[config.mk]
export PLATFORM = sky130hd
export DESIGN_NAME = jsu_decode
export DESIGN_NICKNAME = d
export VERILOG_FILES = /design/src/hw/rtl/json_string_unescape_utf8_unit_macros.svh /design/src/hw/rtl/jsu_pkg.sv /design/src/hw/rtl/jsu_utf8_enc.sv /design/src/hw/rtl/jsu_decode.sv
export SDC_FILE = /design/constraint.sdc
export NUM_CORES = 1
export LEC_CHECK = 0
export ABC_AREA = 1
export BUFFER_PORTS_ARGS = -buffer_cell sky130_fd_sc_hd__buf_4
export CELL_PAD_IN_SITES_DETAIL_PLACEMENT = 1
export CELL_PAD_IN_SITES_GLOBAL_PLACEMENT = 2
export CORE_MARGIN = 2
export CORE_UTILIZATION = 30
export DETAILED_ROUTE_END_ITERATION = 8
export PLACE_DENSITY = 0.92
export SYNTH_ARGS = -nofsm -noshare
export SYNTH_HDL_FRONTEND = slang
export SYNTH_SLANG_ARGS = --single-unit
export TNS_END_PERCENT = 10
[constraint.sdc]
create_clock -name clk_i -period 2.85 [get_ports clk_i]
set_input_delay 0.4275 -clock clk_i [delete_from_list [all_inputs] [get_ports clk_i]]
set_output_delay 0.4275 -clock clk_i [all_outputs]
set_load 0.05 [all_outputs]
[src/hw/rtl/json_string_unescape_utf8_unit_macros.svh]
// assertion macros for the json string unescape unit
`ifndef JSON_STRING_UNESCAPE_UTF8_UNIT_MACROS_SVH
`define JSON_STRING_UNESCAPE_UTF8_UNIT_MACROS_SVH

// checked at every clock edge outside reset
`define JSU_ASSERT(lbl, prop, msg) \
  lbl: assert property (@(posedge clk_i) disable iff (!rst_ni) (prop)) else $error(msg);

// consequent checked in the cycle after the antecedent, outside reset
`define JSU_ASSERT_NEXT(lbl, ante, cons, msg) \
  lbl: assert property (@(posedge clk_i) disable iff (!rst_ni) (ante) |=> (cons)) \
    else $error(msg);

`endif

[src/hw/rtl/jsu_pkg.sv]
// types, codes and helpers shared by the json string unescape unit
`default_nettype none

package jsu_pkg;

  localparam int unsigned MAX_RES = 4;
  localparam int unsigned CNT_W   = $clog2(MAX_RES + 1);
  localparam int unsigned IDX_W   = $clog2(MAX_RES);
  localparam int unsigned CP_W    = 21;

  // result status codes
  typedef enum logic [3:0] {
    ST_DATA        = 4'd0,
    ST_STR_END     = 4'd1,
    ST_NO_QUOTE    = 4'd2,
    ST_CTRL_BYTE   = 4'd3,
    ST_BAD_ESC     = 4'd4,
    ST_BAD_HEX     = 4'd5,
    ST_MISS_LOW    = 4'd6,
    ST_BAD_LOW     = 4'd7,
    ST_STRAY_LOW   = 4'd8,
    ST_UNTERM      = 4'd9,
    ST_INC_ESC     = 4'd10,
    ST_INC_UNICODE = 4'd11
  } status_e;

  // parser modes
  typedef enum logic [6:0] {
    MODE_IDLE = 7'b0000001,
    MODE_STR  = 7'b0000010,
    MODE_ESC  = 7'b0000100,
    MODE_HEX1 = 7'b0001000,
    MODE_BSL  = 7'b0010000,
    MODE_LU   = 7'b0100000,
    MODE_HEX2 = 7'b1000000
  } mode_e;

  // characters
  localparam logic [7:0] CH_QUOTE = 8'h22;
  localparam logic [7:0] CH_BSL   = 8'h5c;
  localparam logic [7:0] CH_SLASH = 8'h2f;
  localparam logic [7:0] CH_B     = 8'h62;
  localparam logic [7:0] CH_F     = 8'h66;
  localparam logic [7:0] CH_N     = 8'h6e;
  localparam logic [7:0] CH_R     = 8'h72;
  localparam logic [7:0] CH_T     = 8'h74;
  localparam logic [7:0] CH_U     = 8'h75;
  localparam logic [7:0] CH_SPACE = 8'h20;
  localparam logic [7:0] CC_BS    = 8'h08;
  localparam logic [7:0] CC_FF    = 8'h0c;
  localparam logic [7:0] CC_LF    = 8'h0a;
  localparam logic [7:0] CC_CR    = 8'h0d;
  localparam logic [7:0] CC_TAB   = 8'h09;

  // surrogate prefixes (top six bits of a quad)
  localparam logic [5:0] SURR_HIGH = 6'b110110;
  localparam logic [5:0] SURR_LOW  = 6'b110111;

  // utf-8 range limits and supplementary plane base
  localparam logic [CP_W-1:0] CP_MAX_1B = 21'h00007f;
  localparam logic [CP_W-1:0] CP_MAX_2B = 21'h0007ff;
  localparam logic [CP_W-1:0] CP_MAX_3B = 21'h00ffff;
  localparam logic [CP_W-1:0] CP_SUPP   = 21'h010000;

  typedef struct packed {
    logic [7:0] out_byte;
    status_e    status;
    logic       last;
  } item_t;

  typedef struct packed {
    item_t [MAX_RES-1:0] items;
    logic  [CNT_W-1:0]   count;
  } burst_t;

  // returns {valid, nibble}
  function automatic logic [4:0] hex_digit(input logic [7:0] c);
    logic [4:0] r;
    r = 5'b0;
    if (c >= 8'h30 && c <= 8'h39) begin
      r = {1'b1, 4'(c - 8'h30)};
    end else if (c >= 8'h61 && c <= 8'h66) begin
      r = {1'b1, 4'(c - 8'h57)};
    end else if (c >= 8'h41 && c <= 8'h46) begin
      r = {1'b1, 4'(c - 8'h37)};
    end
    return r;
  endfunction

endpackage

`default_nettype wire

[src/hw/rtl/jsu_utf8_enc.sv]
// code point to utf-8 byte group
`default_nettype none

module jsu_utf8_enc
  import jsu_pkg::*;
(
  input  logic [CP_W-1:0] cp_i,
  output burst_t          burst_o
);

  always_comb begin
    burst_o = '0;
    for (int i = 0; i < MAX_RES; i++) begin
      burst_o.items[i].status = ST_DATA;
    end
    if (cp_i <= CP_MAX_1B) begin
      burst_o.items[0].out_byte = cp_i[7:0];
      burst_o.count = CNT_W'(1);
    end else if (cp_i <= CP_MAX_2B) begin
      burst_o.items[0].out_byte = {3'b110, cp_i[10:6]};
      burst_o.items[1].out_byte = {2'b10, cp_i[5:0]};
      burst_o.count = CNT_W'(2);
    end else if (cp_i <= CP_MAX_3B) begin
      burst_o.items[0].out_byte = {4'b1110, cp_i[15:12]};
      burst_o.items[1].out_byte = {2'b10, cp_i[11:6]};
      burst_o.items[2].out_byte = {2'b10, cp_i[5:0]};
      burst_o.count = CNT_W'(3);
    end else begin
      burst_o.items[0].out_byte = {5'b11110, cp_i[20:18]};
      burst_o.items[1].out_byte = {2'b10, cp_i[17:12]};
      burst_o.items[2].out_byte = {2'b10, cp_i[11:6]};
      burst_o.items[3].out_byte = {2'b10, cp_i[5:0]};
      burst_o.count = CNT_W'(4);
    end
    // flag the final byte of the group
    for (int i = 0; i < MAX_RES; i++) begin
      burst_o.items[i].last = (CNT_W'(i + 1) == burst_o.count);
    end
  end

endmodule

`default_nettype wire

[src/hw/rtl/jsu_decode.sv]
// escape parser: mode and hex state, result group per accepted byte
`default_nettype none

module jsu_decode
  import jsu_pkg::*;
(
  input  logic       clk_i,
  input  logic       rst_ni,
  input  logic       accept_i,
  input  logic [7:0] in_byte_i,
  input  logic       end_flag_i,
  output burst_t     burst_o
);

  mode_e       mode_q, mode_d;
  logic [15:0] hex_q, hex_d;
  logic [1:0]  dig_q, dig_d;
  logic [9:0]  hs_q, hs_d;

  logic [4:0]      hd;
  logic [15:0]     quad;
  logic            fail_en, one_en, utf_en;
  status_e         fail_st, one_st;
  logic [7:0]      one_byte;
  logic [CP_W-1:0] cp;
  burst_t          utf_burst;

  assign hd   = hex_digit(in_byte_i);
  assign quad = {hex_q[11:0], hd[3:0]};

  jsu_utf8_enc u_enc (
    .cp_i    (cp),
    .burst_o (utf_burst)
  );

  always_comb begin
    mode_d   = mode_q;
    hex_d    = hex_q;
    dig_d    = dig_q;
    hs_d     = hs_q;
    fail_en  = 1'b0;
    fail_st  = ST_DATA;
    one_en   = 1'b0;
    one_st   = ST_DATA;
    one_byte = 8'h00;
    utf_en   = 1'b0;
    cp       = {5'b0, quad};

    if (accept_i) begin
      if (end_flag_i) begin
        case (mode_q)
          MODE_STR: begin
            fail_en = 1'b1;
            fail_st = ST_UNTERM;
          end
          MODE_ESC: begin
            fail_en = 1'b1;
            fail_st = ST_INC_ESC;
          end
          MODE_HEX1, MODE_HEX2: begin
            fail_en = 1'b1;
            fail_st = ST_INC_UNICODE;
          end
          MODE_BSL, MODE_LU: begin
            fail_en = 1'b1;
            fail_st = ST_MISS_LOW;
          end
          default: begin
            mode_d = MODE_IDLE;
            hex_d  = '0;
            dig_d  = '0;
            hs_d   = '0;
          end
        endcase
      end else begin
        case (mode_q)
          MODE_STR: begin
            if (in_byte_i == CH_QUOTE) begin
              mode_d = MODE_IDLE;
              one_en = 1'b1;
              one_st = ST_STR_END;
            end else if (in_byte_i < CH_SPACE) begin
              fail_en = 1'b1;
              fail_st = ST_CTRL_BYTE;
            end else if (in_byte_i == CH_BSL) begin
              mode_d = MODE_ESC;
            end else begin
              one_en   = 1'b1;
              one_byte = in_byte_i;
            end
          end
          MODE_ESC: begin
            mode_d = MODE_STR;
            case (in_byte_i)
              CH_QUOTE, CH_BSL, CH_SLASH: begin
                one_en   = 1'b1;
                one_byte = in_byte_i;
              end
              CH_B: begin
                one_en   = 1'b1;
                one_byte = CC_BS;
              end
              CH_F: begin
                one_en   = 1'b1;
                one_byte = CC_FF;
              end
              CH_N: begin
                one_en   = 1'b1;
                one_byte = CC_LF;
              end
              CH_R: begin
                one_en   = 1'b1;
                one_byte = CC_CR;
              end
              CH_T: begin
                one_en   = 1'b1;
                one_byte = CC_TAB;
              end
              CH_U: begin
                mode_d = MODE_HEX1;
                hex_d  = '0;
                dig_d  = '0;
              end
              default: begin
                fail_en = 1'b1;
                fail_st = ST_BAD_ESC;
              end
            endcase
          end
          MODE_HEX1, MODE_HEX2: begin
            if (!hd[4]) begin
              fail_en = 1'b1;
              fail_st = ST_BAD_HEX;
            end else if (dig_q != 2'd3) begin
              hex_d = quad;
              dig_d = dig_q + 2'd1;
            end else begin
              hex_d = '0;
              dig_d = '0;
              if (mode_q == MODE_HEX1) begin
                if (quad[15:10] == SURR_HIGH) begin
                  hs_d   = quad[9:0];
                  mode_d = MODE_BSL;
                end else if (quad[15:10] == SURR_LOW) begin
                  fail_en = 1'b1;
                  fail_st = ST_STRAY_LOW;
                end else begin
                  mode_d = MODE_STR;
                  utf_en = 1'b1;
                end
              end else begin
                if (quad[15:10] != SURR_LOW) begin
                  fail_en = 1'b1;
                  fail_st = ST_BAD_LOW;
                end else begin
                  // join the pair: plane base plus the twenty payload bits
                  mode_d = MODE_STR;
                  hs_d   = '0;
                  utf_en = 1'b1;
                  cp     = CP_SUPP + {1'b0, hs_q, quad[9:0]};
                end
              end
            end
          end
          MODE_BSL: begin
            if (in_byte_i != CH_BSL) begin
              fail_en = 1'b1;
              fail_st = ST_MISS_LOW;
            end else begin
              mode_d = MODE_LU;
            end
          end
          MODE_LU: begin
            if (in_byte_i != CH_U) begin
              fail_en = 1'b1;
              fail_st = ST_MISS_LOW;
            end else begin
              mode_d = MODE_HEX2;
              hex_d  = '0;
              dig_d  = '0;
            end
          end
          default: begin
            hex_d = '0;
            dig_d = '0;
            hs_d  = '0;
            if (in_byte_i == CH_QUOTE) begin
              mode_d = MODE_STR;
            end else begin
              mode_d = MODE_IDLE;
              one_en = 1'b1;
              one_st = ST_NO_QUOTE;
            end
          end
        endcase
      end
    end

    // any error drops back to idle with the hex state cleared
    if (fail_en) begin
      mode_d   = MODE_IDLE;
      hex_d    = '0;
      dig_d    = '0;
      hs_d     = '0;
      one_en   = 1'b1;
      one_st   = fail_st;
      one_byte = 8'h00;
    end
  end

  always_comb begin
    burst_o = '0;
    for (int i = 0; i < MAX_RES; i++) begin
      burst_o.items[i].status = ST_DATA;
    end
    if (utf_en) begin
      burst_o = utf_burst;
    end else if (one_en) begin
      burst_o.items[0].out_byte = one_byte;
      burst_o.items[0].status   = one_st;
      burst_o.items[0].last     = 1'b1;
      burst_o.count             = CNT_W'(1);
    end
  end

  always_ff @(posedge clk_i or negedge rst_ni) begin
    if (!rst_ni) begin
      mode_q <= MODE_IDLE;
      hex_q  <= '0;
      dig_q  <= '0;
      hs_q   <= '0;
    end else begin
      mode_q <= mode_d;
      hex_q  <= hex_d;
      dig_q  <= dig_d;
      hs_q   <= hs_d;
    end
  end

endmodule

`default_nettype wire

After elaboration in Yosys (flattened, before gate mapping)
Cells that the tools add are included.
- flip-flop bits (word level): 31
- output and inout bits: 55
- input port bits: 12
- $lt $le $gt $ge: 10
- eq/ne operators: 38
- reductions and logical operators: 17
- mux-type cells: 136
- $add $sub $neg: 5
- operators with widths (kind ; count):
    $mux W21 ; 7
    $mux W8 ; 15
    $mux W7 ; 15
    $mux W12 ; 8
    $mux W10 ; 9
    $eq A8 B7 Y1 const B ; 7
    $pmux W12 S4 ; 1
    $pmux W8 S6 ; 1
    $mux W39 ; 1
    $mux W4 ; 9
    $pmux W7 S5 ; 1
    $mux W1 ; 32
    $mux W16 ; 2
    $mux W2 ; 14
    $add A17 B20 Y21 const A ; 1
    $le A21 B11 Y1 const B ; 1
    $le A21 B16 Y1 const B ; 1
    $le A21 B7 Y1 const B ; 1
    $mux W3 ; 7
    $mux W5 ; 4
    $ne A5 B5 Y1 const B ; 4
    $pmux W10 S2 ; 1
    $pmux W4 S5 ; 1
    $eq A8 B6 Y1 const B ; 2
    44 further kinds ; 61

Depth between registers and ports, before layout
Gate-level depths: netlist of run 1.
- depth after elaboration: 19
- depth in mapped cells: 18
- gate-level depth less buffers: 18

Modules after synthesis
Synthesis of run 1 repeated with hierarchy kept, for this count alone.
- cells, all modules: 711
- area, all modules: 3966.3 µm²
- modules (own cells, without submodules) (module ; area each (µm²) ; times used ; cells an instance):
    jsu_decode ; 3289.4 ; 1 ; 579
    jsu_utf8_enc ; 676.9 ; 1 ; 132

Worst setup path after synthesis of run 1
No wires, ideal clock.
- kind: in2out
- start: input in_byte_i[0]
- end: output burst_o[34] in the netlist's numbering
- required time: 2.423 ns
- path slack: -0.563 ns
- stages on the path: 13
- arrival time: 2.985 ns
- cell sequence: inv_1 ha_1 inv_1 nand3_1 nand4_2 nand2_4 nand3_1 inv_1 nand2_1 nor2_1 nor2_2 buf_2 o31ai_1
- RTL lines (what ; line ; RTL):
    start, declared ; jsu_decode.sv:10 ; input logic [7:0] in_byte_i,
    end, declared ; jsu_decode.sv:12 ; output burst_t burst_o

==> qor.csv, run 1 <==
stage;metric;value;unit
sta;fin_crit_sh;113;%
run;max-cap-violations;0;
sta;max_freq;309;MHz
layout;mostFrequentLayoutCells;nand2_1 (149), buf_4 (125), nand3_1 (63), inv_1 (55), nand4_1 (37);
yosys;yosysWarnings;0;
place;gp_congestion;0.927;
routing;ant_nets;0;
power;power;1.19;mW
place;dpl_worst_slack;-318;ps
yosys;synth.area.top_cells;dfrtp_1 (20%), nand2_1 (17%), nand3_1 (11%), inv_1 (7.0%), nor2_1 (7.0%);
setup_path;reg2reg_to;hex_q[6];
routing;drt-initial-drc-count;452;
floorplanning;pin_count;67;
setup_path;worstPathRequired;2420;ps
yosys;synth_seq_cells;31;
sta;final_hold_viol_count;0;
setup_path;cp-endpoint;burst_o[37];
floorplanning;fp.dieW;115;um
floorplanning;rows;40;
clock_network;clockBufferDepth;2;
clock_network;clkSinkCount;31;
yosys;yosysTopAreaCell;dfrtp_1;
clock_network;worstSkewPairLatency;280;ps
layout;drive_gt1_share;40.6;%
layout;finalInstanceArea;5820;um^2
sta;worstMarginPinSlew;588;ps
place;placed_cell_area;4840;um^2
yosys;syn_avg_cell_area;6.00;um^2
global_routing;grt_pass1_wl;27.5;mm
global_routing;overflow;0;
min_path;hold_path.class;input pin to asynchronous set/reset pin;
floorplanning;die_area;13200;um^2
status;violations;setup timing;
routing;wl;19.7;mm
global_routing;grt_pass1_vias;5246;
setup_path;r2r_cells;15;
status;status;complete, but fails checks;
routing;vias;5201;
setup_path;r2r_setup_slack;0;ps
layout;syn2layout_area_growth;58.4;%
setup_path;cp_max_fo;6;
yosys;synth_seq_area_share;21.1;%
sta;tns;-9910;ps
layout;mostFrequentLayoutCell;nand2_1;
global_routing;grt_use_total;26.5;%
sta;rsz0062_at_grt;yes;
yosys;syn_inst;613;
clock_network;path_clk_slew;50;ps
setup_path;worstSetupStartpointType;flop;
routing;vias_per_cell;5.67;
sta;finClkSkew;6.30;ps
power;p_per_area;205;nW/um^2
place;place_hpwl;12.3;mm
yosys;ys_types;42;
place;port_buffers;51;
routing;drc;0;
setup_path;startpoint;mode_q[0];
routing;drtPass1Iterations;7;
global_routing;grt_antenna_before_repair;0;
layout;post-route-util;48.7;%
routing;wl_per_cell;21.4;um
clock_network;cts_made_buffers;5;
global_routing;grt_max_degree;32;
sta;drv_slew;0;
power;vdd.ir_drop.worst;0.194;mV
clock_network;h-tree-depth;2;
layout;layout.nets;788;
sta;slew_headroom;60.4;%
floorplanning;start_util;30.7;%
sta;timing.final.ws_setup;-384;ps
setup_path;arrival;2810;ps
clock_network;cts_tree;yes;
sta;layout_min_cycle_time;3230;ps
layout;diodes;0;
sta;setup_viol;38;
floorplanning;core;12000;um^2
setup_path;worstSetupPathType;flop to output pin;
clock_network;cts_root_buffer;clkbuf_16;
yosys;yosysTopAreaCellShare;20.4;%
yosys;netlist_area;3680;um^2
floorplanning;die_h;115;um
setup_path;reg2reg_from;mode_q[0];
setup_path;end_kind;output pin;
power;p_leak;2.93;nW
## flip-flops by register name, summed over array words and instances (netlist names)
signal / cells
dig_q: 2
hs_q: 10
mode_q: 7
hex_q: 12
## final cells by class
| type | instances | area (um^2) |
|---|---|---|
| Inverter | 75 | 290 |
| Multi-Input combinational cell | 486 | 2910 |
| Clock inverter | 1 | 5.00 |
| Sequential cell | 31 | 778 |
| Fill cell | 1513 | 6140 |
| Tap cell | 147 | 184 |
| Timing Repair Buffer | 170 | 1520 |
| Clock buffer | 7 | 133 |
## layer usage
layer	global-route usage (%)	part of all wire, %	up-vias
li1	-	-	2301
met1	31.3	39	2543
met3	3.76	5.8	83
met5	0	0	-
met2	47.2	50	274
met4	12.7	4.8	0
## stage by stage
step	hold WS [ps]	std cells
2_1_floorplan	132	627
3_3_place_gp	377	874
3_5_place_dp	383	874
4_1_cts	87.9	909
5_1_grt	105	917
6_report	74.1	917
## timing repair
action                     4_1_cts  5_1_grt
gates cloned                     1        0
hold buffers                     0        0
resized for setup              109       38
pin swaps                       43       23
setup buffers                   26        8
setup endpoints to repair       37       47
## kinds of logic (layout without fill, tap and decap cells)
logic type | Yosys count | count (layout) | synth area share [%]
XOR/XNOR | 3 | 3 | 0.715
buffers and inverters | 111 | 253 | 14.0
AND/OR/NAND/NOR | 406 | 407 | 52.6
adder cells (fa/ha/maj) | 7 | 7 | 2.38
AO/OA/AOI/OAI | 54 | 54 | 9.05
flip-flops | 31 | 31 | 21.1
other | 1 | 15 | 0.102
## Yosys cell counts
| library cell | count |
|---|---|
| a21oi_1 | 12 |
| o21ai_1 | 4 |
| nand3b_1 | 2 |
| nand4_1 | 37 |
| inv_1 | 69 |
| buf_2 | 6 |
| o211ai_2 | 1 |
| o22ai_1 | 2 |
| dfstp_2 | 1 |
| o211ai_1 | 2 |
| inv_2 | 6 |
| nand2_4 | 4 |
| nor3b_2 | 1 |
| conb_1 | 1 |
| or3_1 | 1 |
| buf_1 | 1 |
| o21ai_4 | 1 |
| nand2_1 | 163 |
| nand4_2 | 2 |
| nor2_2 | 8 |
| a21boi_0 | 2 |
| nor4_1 | 1 |
| clkbuf_1 | 5 |
| o21ai_0 | 24 |
| nand2_2 | 10 |
| nor2_4 | 5 |
| dfrtp_1 | 30 |
| a31oi_4 | 1 |
| nor3_4 | 1 |
| nand3_2 | 5 |
| or2_2 | 1 |
| nand3_1 | 80 |
| a21oi_2 | 1 |
| xor2_1 | 3 |
| o31ai_1 | 1 |
| a22oi_1 | 1 |
| o21a_1 | 1 |
| ha_1 | 7 |
| o311ai_0 | 1 |
| nor2_1 | 69 |
| nor3_1 | 16 |
| buf_4 | 24 |
## critical path, cell delays in order, from the launching register on
cell and delay [ps]:
dfstp_2 580, inv_2 70, nand2_4 70, nor2_2 50, nand2_4 110, nand2_8 90, nand3b_1 150, nor2_4 60
nor2_4 180, inv_2 70, nand2_2 110, nor2_4 80, buf_6 120, nor3_4 240, buf_6 170, nand2_1 70
nand2_1 120, buf_6 180
## how the worst min path moves through the flow
stage | cells past startpoint | slack [ps] | to
6_report | 1 | 70 | hex_q[5]
5_1_grt | 1 | 100 | hex_q[5]
4_1_cts | 1 | 90 | hex_q[5]
3_5_place_dp | 1 | 380 | hex_q[5]
3_3_place_gp | 1 | 380 | hex_q[0]
2_1_floorplan | 0 | 130 | dig_q[0]
## power breakdown
group          leakage, nW  total [mW]  switching [mW]  internal [mW]
logic                 2.44       0.246           0.180         0.0663
registers            0.428       0.445         0.00196          0.443
clock network       0.0679       0.503           0.181          0.322
total                 2.93        1.19           0.363          0.831
Note: power is estimated with default switching activity, not from simulation.
==> run 2, diff against run 1 <==
- BUFFER_PORTS_ARGS: -buffer_cell sky130_fd_sc_hd__buf_4 -> -buffer_cell sky130_fd_sc_hd__buf_2
==> qor.csv, run 2 (synthesis results as in run 1) <==
stage;metric;value;unit;change
status;status;complete, but fails checks;;
status;violations;setup timing;;
routing;ant_nets;0;;unchanged
global_routing;overflow;0;;unchanged
sta;rsz0062_at_grt;yes;;
run;max-cap-violations;0;;unchanged
sta;timing.final.ws_setup;-853;ps;-469 ps
place;placed_cell_area;4850;um^2;about the same
setup_path;worstSetupStartpointType;input pin;;
min_path;hold_path.class;input pin to asynchronous set/reset pin;;
place;place_hpwl;12.4;mm;+0.64%
floorplanning;die_h;115;um;unchanged
sta;layout_min_cycle_time;3700;ps;+469 ps
sta;setup_viol;54;;+42%
clock_network;h-tree-depth;2;;unchanged
clock_network;cts_tree;yes;;
routing;drc;0;;unchanged
setup_path;end_kind;output pin;;
power;p_leak;3.00;nW;+2.2%
floorplanning;pin_count;67;;unchanged
setup_path;worstPathRequired;2420;ps;about the same
clock_network;cts_made_buffers;5;;unchanged
global_routing;grt_max_degree;32;;unchanged
floorplanning;core;12000;um^2;unchanged
floorplanning;fp.dieW;115;um;unchanged
place;gp_congestion;0.968;;+4.4%
sta;final_hold_viol_count;0;;unchanged
global_routing;grt_pass1_vias;5286;;+0.76%
global_routing;grt_antenna_before_repair;0;;unchanged
layout;syn2layout_area_growth;61.6;%;
clock_network;path_clk_slew;60;ps;about the same
clock_network;cts_root_buffer;clkbuf_16;;
layout;layout.nets;806;;+2.3%
sta;worstMarginPinSlew;1250;ps;+659 ps
global_routing;grt_pass1_wl;27.7;mm;+0.93%
layout;reg_top3;hex_q: 12 flops, hs_q: 10 flops, mode_q: 7 flops;;
layout;mostFrequentLayoutCells;nand2_1 (145), buf_4 (129), nand3_1 (62), inv_1 (56);;
power;vdd.ir_drop.worst;0.194;mV;+0.11%
sta;finClkSkew;8.57;ps;+2.26 ps
floorplanning;rows;40;;unchanged
setup_path;worstSetupPathType;input pin to output pin;;
layout;finalInstanceArea;5940;um^2;+2.0%
layout;mostFrequentLayoutCell;nand2_1;;
power;p_per_area;223;nW/um^2;+9.0%
routing;drtPass1Iterations;7;;unchanged
clock_network;clkSinkCount;31;;unchanged
global_routing;grt_use_total;26.7;%;+0.21 points
layout;drive_gt1_share;42.4;%;+1.7 points
routing;drt-initial-drc-count;511;;+13%
sta;tns;-17040;ps;-7120 ps
routing;vias_per_cell;5.87;;+3.6%
place;port_buffers;51;;unchanged
sta;max_freq;270;MHz;-13%
layout;diodes;0;;unchanged
sta;slew_headroom;16.0;%;-44 points
setup_path;arrival;3280;ps;+470 ps
routing;wl;22.0;mm;+12%
routing;vias;5492;;+5.6%
floorplanning;die_area;13200;um^2;unchanged
clock_network;worstSkewPairLatency;290;ps;about the same
floorplanning;start_util;30.7;%;unchanged
layout;largest_reg_flops;12;;unchanged
layout;regMostFlops;hex_q;;
sta;fin_crit_sh;130;%;+16 points
clock_network;clockBufferDepth;2;;unchanged
sta;drv_slew;0;;unchanged
routing;wl_per_cell;23.5;um;+9.7%
layout;post-route-util;49.7;%;+0.97 points
setup_path;cp_max_fo;4;;-2
==> run 2: changes by cell type in the layout (fill, tap and decap cells not counted), moves of 3 or more <==
cell,change
nand2_1,-4
buf_4,+4
buf_12,-3
buf_2,+13
buf_8,+3
nand2_2,+4
==> run 2: layout make-up <==
class | instances | area [um^2]
Clock buffer | 6 | 139
Timing Repair Buffer | 188 | 1620
Multi-Input combinational cell | 486 | 2900
Fill cell | 1501 | 6020
Clock inverter | 2 | 35.0
Tap cell | 147 | 184
Inverter | 75 | 285
Sequential cell | 31 | 777
==> run 2: power breakdown <==
group | switching (mW) | total (mW) | leakage, nW | internal [mW]
Sequential | 0.00205 | 0.445 | 0.430 | 0.443
Clock | 0.196 | 0.630 | 0.0868 | 0.434
Combinational | 0.185 | 0.253 | 2.48 | 0.0681
Total | 0.383 | 1.33 | 3.00 | 0.945
==> run 2: final timing paths <==
check / start / end / slack (ps) / cells past startpoint
max: in_byte_i[0] / burst_o[21] / -850 / 13
min: rst_ni / hex_q[8] / 200 / 1
max reg2reg: mode_q[0] / hex_q[6] / -220 / 15
min reg2reg: hs_q[0] / hs_q[0] / 500 / 2
max in group asynchronous: rst_ni / dig_q[0] / 2180 / 1
min in group clk_i: hs_q[0] / hs_q[0] / 500 / 2
==> run 2: worst max-delay path, stage by stage <==
cell	delay (ps)
buf_2	130
inv_1	100
ha_2	210
inv_1	50
nand3_1	130
nand4_2	130
buf_4	190
o21ai_0	950
inv_1	250
nand2_1	220
nand3_1	130
nor2_2	160
buf_6	180
==> run 2: per-layer routing <==
| layer | up-vias | global-route usage [%] | routed length [um] |
|---|---|---|---|
| met1 | 2686 | 32.6 | 8140 |
| met3 | 140 | 3.65 | 1580 |
| met4 | 0 | 12.7 | 1640 |
| met5 | - | 0 | 0 |
| met2 | 326 | 46.5 | 10600 |
| li1 | 2340 | - | - |
==> run 2: through the flow <==
step                      hold slack [ps]  total power [mW]  setup WS [ps]  instances
after floorplan                       132             0.601           -199        627
after global placement                469             0.664           -218        893
after detailed placement              485             0.670           -325        893
after CTS                             213              1.31           -235        924
after global routing                  247              1.37           -793        935
final                                 196              1.33           -853        935
==> run 2: what timing repair did <==
action	CTS	global route
pin swaps	36	32
hold buffers	0	0
endpoints found under the setup margin	37	61
hold endpoints to repair	0	0
cloned	1	1
buffers inserted	22	11
gates resized for setup	113	73
==> run 3, diff against run 2 <==
- CELL_PAD_IN_SITES_DETAIL_PLACEMENT: 1 -> unset
- CELL_PAD_IN_SITES_GLOBAL_PLACEMENT: 2 -> unset
- CORE_UTILIZATION: 30 -> 50
- PLACE_DENSITY: 0.92 -> 0.83
- clock period: 2.85 -> 4.5 ns (I/O delays scaled with it)
==> qor.csv, run 3 (synthesis results as in run 1) <==
stage;metric;value;unit;change
status;status;completed;;
routing;vias;4243;;-23%
setup_path;cp_max_fo;14;;+10
setup_path;crit_path_cell_trace;buf_2 -> inv_1 -> ha_1 -> inv_1 -> nand3_1 -> nand4_2 -> nand2_4 -> nand3_1 -> inv_1 -> nand2_1 -> o211ai_2 -> nor2_4 -> nand2_4 -> nand2_4 -> nor2_1 -> buf_2;;
sta;worstMarginPinSlew;948;ps;-299 ps
floorplanning;fp.dieW;89.7;um;-22%
routing;wl;11.3;mm;-49%
setup_path;critPathMaxStageDelay;610;ps;-340 ps
place;place_hpwl;8.85;mm;-28%
sta;hold_slack;418;ps;+222 ps
sta;max_freq;246;MHz;
place;dpl_worst_slack;476;ps;+801 ps
floorplanning;start_util;51.2;%;+20 points
place;dpl.cell_count;745;;-17%
routing;wl_per_cell;14.9;um;-36%
setup_path;worstPathRequired;3830;ps;+1410 ps
layout;syn2layout_area_growth;9.05;%;
power;power;0.639;mW;-52%
place;gp_congestion;1.03;;+5.9%
run;max-cap-violations;0;;unchanged
floorplanning;die_h;89.7;um;-22%
sta;setup_viol;0;;-100%
global_routing;overflow;0;;unchanged
clock_network;cts_setup_buffers;0;;-100%
floorplanning;core;7180;um^2;-40%
layout;final_cells;753;;-19%
power;p_per_area;159;nW/um^2;-29%
setup_path;crit_slowest_cell;o211ai_2;;
layout;regMostFlops;hex_q;;
global_routing;grt_pass1_wl;18.5;mm;-33%
clock_network;cts_root_buffer;clkbuf_8;;
clock_network;cts_resized;0;;-100%
floorplanning;die_area;8050;um^2;-39%
sta;slew_headroom;36.1;%;+20 points
clock_network;cts_tree;yes;;
setup_path;worst-path-buf-inv;5;;-1
place;port_buffers;51;;unchanged
setup_path;worstSetupPathType;input pin to output pin;;
clock_network;h-tree-depth;2;;unchanged
setup_path;cp_top_family;simple AND/OR/NAND/NOR gates;;
global_routing;grt_pass1_vias;3805;;-28%
clock_network;path_clk_slew;70;ps;about the same
layout;reg_top3;hex_q: 12 flops, hs_q: 10 flops, mode_q: 7 flops;;
sta;layout_min_cycle_time;4060;ps;
sta;drv_slew;0;;unchanged
routing;vias_per_cell;5.63;;-4.1%
routing;drc;0;;unchanged
global_routing;grt_antenna_before_repair;0;;unchanged
layout;layout.nets;672;;-17%
min_path;hold_path.class;input pin to asynchronous set/reset pin;;
layout;drive_gt1_share;17.0;%;-25 points
layout;largest_reg_flops;12;;unchanged
layout;mostFrequentLayoutCells;nand2_1 (163), nand3_1 (80), inv_1 (69), nor2_1 (69), buf_2 (51);;
routing;ant_nets;0;;unchanged
global_routing;grt_max_degree;32;;unchanged
routing;drt-initial-drc-count;518;;+1.4%
sta;fin_crit_sh;90.2;%;
clock_network;worstSkewPairLatency;280;ps;about the same
sta;timing.final.ws_setup;441;ps;+1290 ps
setup_path;worstSetupStartpointType;input pin;;
power;vdd.ir_drop.worst;0.149;mV;-23%
sta;rsz0062_at_grt;no;;
layout;fill_cells;688;;-54%
global_routing;grt_use_total;27.7;%;+0.93 points
layout;mostFrequentLayoutCell;nand2_1;;
sta;final_hold_viol_count;0;;unchanged
routing;drtPass1Iterations;5;;-2
floorplanning;pin_count;67;;unchanged
sta;tns;0;ps;+17040 ps
layout;diodes;0;;unchanged
clock_network;ctsHoldBuffers;0;;unchanged
floorplanning;rows;31;;-23%
clock_network;cts_made_buffers;5;;unchanged
setup_path;arrival;3380;ps;+100 ps
sta;finClkSkew;6.23;ps;-2.33 ps
clock_network;clockBufferDepth;2;;unchanged
power;p_leak;2.17;nW;-28%
clock_network;clkSinkCount;31;;unchanged
setup_path;end_kind;output pin;;
==> run 3: cell count changes in the layout (fill, tap and decap cells not counted), sizes merged <==
cell,before,now
buf,186,55
clkbuf,8,7
clkinv,1,0
bufinv,1,0
nand2,178,177
inv,74,75
==> run 3: metal layers <==
metal / vias up / global-route usage [%] / wire [um]
li1: 2065 / - / -
met1: 1924 / 37.6 / 4840
met2: 224 / 44.6 / 5160
met3: 30 / 4.86 / 1050
met4: 0 / 9.62 / 213
met5: - / 0 / 0
==> run 3: power breakdown <==
group | leakage (nW) | switching (mW) | internal (mW)
Combinational | 1.69 | 0.0934 | 0.0199
Clock | 0.0505 | 0.106 | 0.139
Sequential | 0.430 | 0.000703 | 0.280
==> run 3: worst paths after layout <==
kind / start / to / slack (ps) / cells past startpoint
setup / recovery: in_byte_i[1] / burst_o[23] / 440 / 16
hold / removal: rst_ni / mode_q[1] / 420 / 1
setup reg to reg: mode_q[0] / hex_q[7] / 1710 / 11
hold reg to reg: mode_q[0] / mode_q[0] / 490 / 2
max in group asynchronous: rst_ni / hs_q[8] / 3640 / 1
min in group clk_i: mode_q[0] / mode_q[0] / 490 / 2
==> run 3: area by class of cell <==
type	instances	area (um^2)	share of cell area [%]
flip-flops and latches	31	777	19.4
well taps	99	124	3.09
inverters	75	282	7.02
multi-input cells	485	2440	60.8
repair buffers	55	285	7.12
clock inverters	1	7.51	0.187
clock buffers	7	96.3	2.40
==> run 3: per-stage QoR <==
step / utilization (%) / instance area, um^2
6_report: 55.9 / 4010
3_3_place_gp: 54.4 / 3910
2_1_floorplan: - / 3730
4_1_cts: 55.9 / 4010
3_5_place_dp: 54.4 / 3910
5_1_grt: 55.9 / 4010
==> run 3: worst reg2reg max path: stages, from the launching register on <==
cell and delay, ps:
dfstp_2 550, inv_1 40, nand2_1 60, nor2_1 50, nand2_2 270, nand2_4 200
nand2_1 160, nand3_1 130, nand3_2 230, nand2_2 220, o21ai_4 530, o21ai_0 210
